$ cat src/rtl/spath_pkg.sv
// Shared types and constants for the shortest path search block.
// No dependencies; imported by every module of the block.
package spath_pkg;

    // Parameter defaults
    localparam int NODES_DEF      = 64;
    localparam int COST_BITS_DEF  = 16;
    localparam int TOTAL_BITS_DEF = 22;

    // Fixed word field widths
    localparam int NODE_W  = 6;
    localparam int LEG_W   = 15;
    localparam int TOTAL_W = 22;
    localparam int LEG_MAX = 32767;

    // Configuration port
    localparam int APB_ADDR_W = 3;
    localparam int APB_DATA_W = 32;
    localparam logic CFG_SOURCE = 1'b0;
    localparam logic CFG_TARGET = 1'b1;

    // Input word modes
    localparam logic MODE_LOAD = 1'b0;
    localparam logic MODE_RUN  = 1'b1;

    typedef enum logic [3:0] {
        ST_CLEAR,
        ST_IDLE,
        ST_SEL,
        ST_RELAX,
        ST_WALK,
        ST_WALK_WAIT,
        ST_E_RD,
        ST_E_NODE,
        ST_E_OUT,
        ST_RES
    } t_state;

    typedef struct packed {
        logic [NODE_W-1:0]  node;
        logic [LEG_W-1:0]   leg;
        logic [TOTAL_W-1:0] total;
        logic               found;
        logic               neg;
        logic               last;
    } t_res;

endpackage

$ cat src/rtl/spath_cfg.sv
// APB register file: source and target node registers.
// Depends on spath_pkg.
module spath_cfg (
    input  logic                              i_clk,
    input  logic                              i_rst_n,
    input  logic                              psel,
    input  logic                              penable,
    input  logic                              pwrite,
    input  logic [spath_pkg::APB_ADDR_W-1:0]  paddr,
    input  logic [spath_pkg::APB_DATA_W-1:0]  pwdata,
    output logic [spath_pkg::APB_DATA_W-1:0]  prdata,
    output logic                              pready,
    output logic [spath_pkg::NODE_W-1:0]      o_src,
    output logic [spath_pkg::NODE_W-1:0]      o_tgt
);
    import spath_pkg::*;

    logic [NODE_W-1:0] r_src, r_tgt;
    logic              wr_en;

    assign pready = 1'b1;
    assign wr_en  = psel && penable && pwrite;

    // Register writes
    always_ff @(posedge i_clk) begin
        if (!i_rst_n) begin
            r_src <= '0;
            r_tgt <= '0;
        end else if (wr_en) begin
            case (paddr[2])
                CFG_SOURCE: r_src <= pwdata[NODE_W-1:0];
                CFG_TARGET: r_tgt <= pwdata[NODE_W-1:0];
                default: ;
            endcase
        end
    end

    // Read back
    always_comb begin
        case (paddr[2])
            CFG_SOURCE: prdata = APB_DATA_W'(r_src);
            CFG_TARGET: prdata = APB_DATA_W'(r_tgt);
            default:    prdata = '0;
        endcase
    end

    assign o_src = r_src;
    assign o_tgt = r_tgt;

endmodule

$ cat config.mk
export PLATFORM = sky130hd
export DESIGN_NAME = spath_cfg
export DESIGN_NICKNAME = d
export VERILOG_FILES = /design/src/rtl/spath_pkg.sv /design/src/rtl/spath_cfg.sv
export SDC_FILE = /design/constraint.sdc
export NUM_CORES = 1
export LEC_CHECK = 0
export ABC_AREA = 1
export BUFFER_PORTS_ARGS = -buffer_cell sky130_fd_sc_hd__buf_2
export CAP_MARGIN = 10
export CORE_ASPECT_RATIO = 1.25
export CORE_MARGIN = 1.5
export CORE_UTILIZATION = 35
export CTS_CLUSTER_DIAMETER = 60
export DETAILED_ROUTE_END_ITERATION = 16
export GPL_ROUTABILITY_DRIVEN = 0
export HOLD_SLACK_MARGIN = 0.02
export PLACE_DENSITY = 0.8
export SETUP_SLACK_MARGIN = 0.02
export SLEW_MARGIN = 0
export SYNTH_ARGS = -nofsm -noshare
export SYNTH_HDL_FRONTEND = slang
export SYNTH_SLANG_ARGS = --single-unit
$ cat constraint.sdc
create_clock -name i_clk -period 1.15 [get_ports i_clk]
set_input_delay 0.345 -clock i_clk [delete_from_list [all_inputs] [get_ports i_clk]]
set_output_delay 0.345 -clock i_clk [all_outputs]
set_load 0.01 [all_outputs]
Word level (Yosys, flattened, before mapping):

Cells that the tools add are included.

* output and inout port bits: 45
* word-level logic and storage cells: 8
* flip-flop bits (word level): 12

* reduce and logical (&&, ||, !) cells: 4
* muxes and demuxes: 1
* bitwise gates (word level): 1

Operators with widths (number)
* $pmux 32 s2: 1
* $reduce_and 2->1: 2
* $logic_and 1x1->1: 2
* $not 1->1: 1

Longest topological paths before layout:

Gate-level depths: netlist of the first run.

* word-level depth: 3
* mapped depth: 6

Worst setup path after synthesis of the first run:

Ideal clock, no wire load.

* kind: input to output
* from: input paddr[2] in the netlist's numbering
* to: output prdata[0] in the netlist's numbering
* data arrival time: 0.705 ns
* path buffers: 1
* slack: 0.100 ns
* stages: 4
* cells stage by stage: inv_2 -> buf_6 -> nand2_1 -> nand2_1

* word-level cells in the longest chain between the ends: 2

Ends and longest elaborated chain
* start: declaration: RTL line spath_cfg.sv:9 `input logic [spath_pkg::APB_ADDR_W-1:0] paddr,`
* $not 1->1 (no source line)
* $pmux 32 s2 *: RTL line spath_cfg.sv:40 `case (paddr[2])`
* end: declaration: RTL line spath_cfg.sv:11 `output logic [spath_pkg::APB_DATA_W-1:0] prdata,`

Mark *: on every way between the ends. The rest lies on a longest branch, timed or not. The select of a mux whose other input is x is not followed.

Final worst setup path of the first run:

* from: input paddr[2] in the netlist's numbering
* to: output prdata[4] in the netlist's numbering

The elaborated chain is that of the path after synthesis.

==> results of run 1 <==
==> cell type report <==
type | count | share of cell area (%)
timing repair buffer | 37 | 21.9
multi-input combinational | 98 | 42.5
sequential | 12 | 24.8
clock buffer | 4 | 3.53
tap | 31 | 3.78
inverter | 8 | 3.41
==> cells in the final DEF (no fill, tap or decap) <==
| cell type | count |
|---|---|
| buf_2 | 27 |
| buf_4 | 6 |
| buf_6 | 4 |
| clkbuf_4 | 3 |
| clkbuf_8 | 1 |
| conb_1 | 27 |
| dfxtp_2 | 12 |
| inv_1 | 6 |
| inv_2 | 1 |
| inv_6 | 1 |
| nand2_1 | 31 |
| nand3_1 | 8 |
| nand3_2 | 5 |
| nor2_1 | 20 |
| nor2_2 | 5 |
| nor2_4 | 2 |
==> per-layer routing <==
layer	track usage [%]	up-vias
li1	-	389
met3	2.76	4
met1	17.3	324
met4	7.14	0
met5	0	-
met2	18.9	38
==> registers in the layout, summed over array words and instances (netlist names) <==
name	flops
o_tgt	6
o_src	6
==> metrics by stage <==
| stage | cells | setup WS, ns | TNS, ns | hold slack (ns) | power [mW] |
|---|---|---|---|---|---|
| CTS | 189 | -0.0619 | -0.279 | 0.388 | 0.996 |
| floorplan | 149 | 0.0999 | 0 | 0.466 | 0.654 |
| global placement | 183 | -0.119 | -0.599 | 0.488 | 0.642 |
| detailed placement | 183 | -0.118 | -0.621 | 0.490 | 0.645 |
| finish | 190 | -0.0450 | -0.250 | 0.397 | 0.992 |
| global route | 190 | -0.115 | -0.630 | 0.398 | 1.05 |
==> synth_stat cells <==
master	number	share of area (%)
nor2_1	20	8.7
buf_8	1	1.7
buf_4	27	24
inv_1	6	2.6
nor2_2	5	3.6
conb_1	2	0.87
nand3_1	8	4.7
nand2_1	31	14
dfxtp_1	12	28
buf_6	2	2.6
inv_2	2	0.87
nor2_4	2	2.6
nand3_2	5	5.8
buf_2	1	0.58
==> logic make-up (layout without fill, tap and decap cells) <==
family	count (synthesis)	count (layout)
buffers and inverters	39	49
flip-flops	12	12
other	2	27
AND/OR/NAND/NOR	71	71
==> how the worst max path moves through the flow <==
stage | startpoint | slack (ns) | depth (start not counted) | to
2_1_floorplan | paddr[2] | 0.1 | 4 | prdata[0]
3_3_place_gp | paddr[2] | -0.12 | 5 | prdata[0]
3_5_place_dp | paddr[2] | -0.12 | 5 | prdata[0]
4_1_cts | o_src[0]$_SDFFE_PN0P_ | -0.06 | 3 | prdata[0]
5_1_grt | o_src[1]$_SDFFE_PN0P_ | -0.11 | 3 | prdata[1]
6_report | paddr[2] | -0.05 | 5 | prdata[4]
==> power breakdown <==
group	leakage, nW	switching, mW	total, mW	internal, mW
Combinational	0.456	0.136	0.212	0.0759
Sequential	0.103	0.00998	0.442	0.432
Clock	0.0210	0.145	0.337	0.193
==> critical path, stage by stage <==
cell     delay [ns]
buf_4          0.14
buf_6          0.13
nand2_1        0.06
nand2_1        0.05
buf_2          0.13
==> repair_timing <==
action,4_1_cts,5_1_grt
endpoints found under the setup margin,9,7
gates resized for setup,17,2
pin swaps,1,2
setup buffers,2,1
==> out/results.tsv, run 1 <==
metric	value	unit
grt_usage	13.0	%
cp-end-kind	primary output	
grt_first_pass_wirelength	2.51	mm
maxCapViolCount	0	
seq_area_frac_synth	28.0	%
max_freq	0.837	GHz
nets	200	
reg2reg_setup_slack	0.44	ns
synthAdderAreaFrac	0	%
hold_path_end	o_src[5]$_SDFFE_PN0P_	
core	2260	µm²
hold_start	pwdata[5]	
outcome	finished with violations	
drt-pass1-iter-count	4	
r2r_cells	3	
io_pins	85	
htree_num_levels	1	
cp_max_fo	5	
synthesis.area	858	µm²
rows	19	
avgViaCountPerCell	3.97	
holdCritPathClass	input pin to flip-flop	
overflow	0	
cts_tree	yes	
routed-wl-met2	829	µm
multi_input_comb_area	437	µm²
ys_warn_count	0	
die_w	47.3	µm
cts_root_buf	clkbuf_4	
antenna_found_initial	0	
r2r_end	o_src[4]$_SDFFE_PN0P_	
peakVddDrop	0.000438	V
yosys.area_share.xor_xnor	0	%
layout.area.seq	255	µm²
num_vias	755	
numClockSinks	12	
synth_seq_cells	12	
cts_max_path_buffers	2	
m1WireLength	687	µm
drc_errors	0	
cp.required	0.81	ns
synthToLayoutAreaGrowth	19.7	%
cp-start-kind	input pin	
synth_compound_area_share	0	%
critPathKind	input pin to primary output	
fin_crit	1.20	ns
ant_nets	0	
io_buffers	29	
insertion_delay	0.27	ns
synthSimpleGateAreaFrac	39.1	%
arrival	0.85	ns
dieArea	2760	µm²
final_area	1030	µm²
setup_viol	7	
final_core_util	45.5	%
slew_violations	0	
die_h	58.4	µm
finalHoldViolations	0	
powerDensity	966	nW/µm²
first_global_vias	597	
syn_area_per_cell	6.92	µm²
power_leakage	0.580	nW
drtIter0Drc	5	
diodes	0	
layout-drive-gt1-share	42.1	%
holdPathStages	5	
clkSlewWorstSetupHoldPaths	0.08	ns
cts_buffers	3	
violations	setup timing	
start_util	38.0	%
top_layer_used	met4	
fin_ws	-0.0450	ns
skew	0	ns
drt_wl_total	1.67	mm
synth.area.mux_share	0	%
reg2reg_from	o_src[4]$_SDFFE_PN0P_	
synthCells	124	
synth_top_family_by_area	simple AND/OR/NAND/NOR gates	
final.period_utilization	104	%
wl_per_cell	8.80	µm
wl_met3	133	µm
yosysUniqueCellTypes	14	
fillers	257	
placed_area	928	µm²
grt_max_degree	13	
dp_hpwl	1.25	mm
rsz0062_at_grt	yes	
ctsHoldBuffers	0	
(Power assumes the default switching activity.)
==> run 2, diff against run 1 <==
--- a/config.mk
+++ b/config.mk
@@ -15,7 +15,7 @@
 export DETAILED_ROUTE_END_ITERATION = 16
 export GPL_ROUTABILITY_DRIVEN = 0
 export HOLD_SLACK_MARGIN = 0.02
-export PLACE_DENSITY = 0.8
+export PLACE_DENSITY = 0.79
 export SETUP_SLACK_MARGIN = 0.02
 export SLEW_MARGIN = 0
 export SYNTH_ARGS = -nofsm -noshare
==> run 2 against run 1 <==
The run still ends with setup timing left. Sequential share of layout area is 0.59 points lower. Hold slack worse by 0.0040 ns. Count of clock-buffer cells in the layout stayed put. Setup slack worse by 0.0035 ns. First-iteration DRC count is 80% lower. Non-clock buffer count is 3 higher. Global-route usage is 0.12 points lower.
==> out/results.tsv, run 2 (same netlist as run 1, synthesis figures left out) <==
metric	value	unit
drt_wl_total	1.64	mm
grt_usage	12.8	%
cts_root_buf	clkbuf_4	
io_buffers	29	
core	2260	µm²
total_power	1.00	mW
first_global_vias	629	
pwr-share-comb	21.9	%
power_frac_seq	44.2	%
fin_crit	1.20	ns
cts_tree	yes	
power_leakage	0.597	nW
layout-drive-gt1-share	43.2	%
numClockSinks	12	
htree_num_levels	1	
layout_common_cells	31 x nand2_1, 28 x buf_2, 27 x conb_1	
die_h	58.4	µm
finalHoldViolations	0	
skew	0	ns
start_util	38.0	%
dieArea	2760	µm²
diodes	0	
cts_buffers	3	
arrival	0.85	ns
setup_viol	7	
violations	setup timing	
grt_max_degree	13	
powerDensity	951	nW/µm²
final_core_util	46.6	%
final_common_cell	nand2_1	
switchingPower	0.294	mW
fillers	268	
antenna_found_initial	0	
critPathKind	flip-flop to primary output	
drt-pass1-iter-count	4	
ant_nets	0	
holdCritPathClass	input pin to flip-flop	
p_int	0.707	mW
cp-end-kind	primary output	
pwr-share-clk	34.0	%
peakVddDrop	0.000505	V
drc_errors	0	
avgViaCountPerCell	3.92	
slew_violations	0	
rsz0062_at_grt	yes	
rows	19	
num_vias	757	
io_pins	85	
dp.cells	185	
final.period_utilization	104	%
max_freq	0.834	GHz
cp-start-kind	flip-flop	
wl_per_cell	8.48	µm
place_ws	-0.114	ns
nets	203	
final_area	1050	µm²
maxCapViolCount	0	
reg2reg_setup_slack	0.44	ns
overflow	0	
cts_max_path_buffers	2	
outcome	finished with violations	
cp.required	0.81	ns
insertion_delay	0.27	ns
cp_max_fo	3	
synthToLayoutAreaGrowth	22.6	%
drtIter0Drc	1	
dp_hpwl	1.20	mm
instances_no_fill	193	
fin_ws	-0.0486	ns
die_w	47.3	µm
swShare	29.4	%
grt_first_pass_wirelength	2.51	mm
ctsHoldBuffers	0	
placed_area	956	µm²
clkSlewWorstSetupHoldPaths	0.08	ns
run 2: cell types whose count changed in the layout (fill, tap and decap cells not counted):
cell and delta:
buf_12 +1, buf_2 +1, buf_4 +3, buf_6 -2
run 2: stage by stage:
step / setup TNS (ns) / hold slack (ns)
6_report: -0.266 / 0.393
5_1_grt: -0.623 / 0.397
4_1_cts: -0.252 / 0.381
3_5_place_dp: -0.599 / 0.490
3_3_place_gp: -0.560 / 0.488
2_1_floorplan: 0 / 0.466
run 2: layout make-up:
cell class                 instances  area [µm²]  share of cell area [%]
inverter                           8        35.0                    3.33
timing repair buffer              40         250                    23.8
multi-input combinational         98         437                    41.5
sequential                        12         255                    24.3
tap                               31        38.8                    3.69
clock buffer                       4        36.3                    3.45
run 2: power by group through the flow:
stage               combinational, mW  sequential [mW]  clock [mW]
global route                    0.247            0.444       0.373
detailed placement              0.204            0.450           0
global placement                0.202            0.450           0
finish                          0.219            0.442       0.340
floorplan                       0.198            0.456           0
CTS                             0.215            0.442       0.351
run 2: worst paths after layout:
kind,cells past startpoint,to,start
hold / removal,5,o_src[4]$_SDFFE_PN0P_,pwdata[4]
setup reg to reg,3,o_src[3]$_SDFFE_PN0P_,o_src[3]$_SDFFE_PN0P_
hold reg to reg,2,o_tgt[2]$_SDFFE_PN0P_,o_tgt[2]$_SDFFE_PN0P_
setup / recovery,2,o_src[0],o_src[0]$_SDFFE_PN0P_
run 2: worst max-delay path, stage by stage (launching register included):
cell and delay (ns):
dfxtp_2 0.33, buf_4 0.12, buf_2 0.13
run 2: routing by layer:
| layer | wire (µm) | track usage [%] | vias up |
|---|---|---|---|
| met5 | 0 | 0 | - |
| met4 | 13 | 7.14 | 0 |
| met3 | 107 | 3.68 | 2 |
| met2 | 830 | 21.2 | 34 |
| met1 | 685 | 14.1 | 326 |
| li1 | - | - | 395 |
run 2: repair_timing:
item,CTS,global route
pin swaps,1,3
setup buffers,2,2
resized for setup,17,0
hold endpoints to repair,0,0
endpoints found under the setup margin,8,7
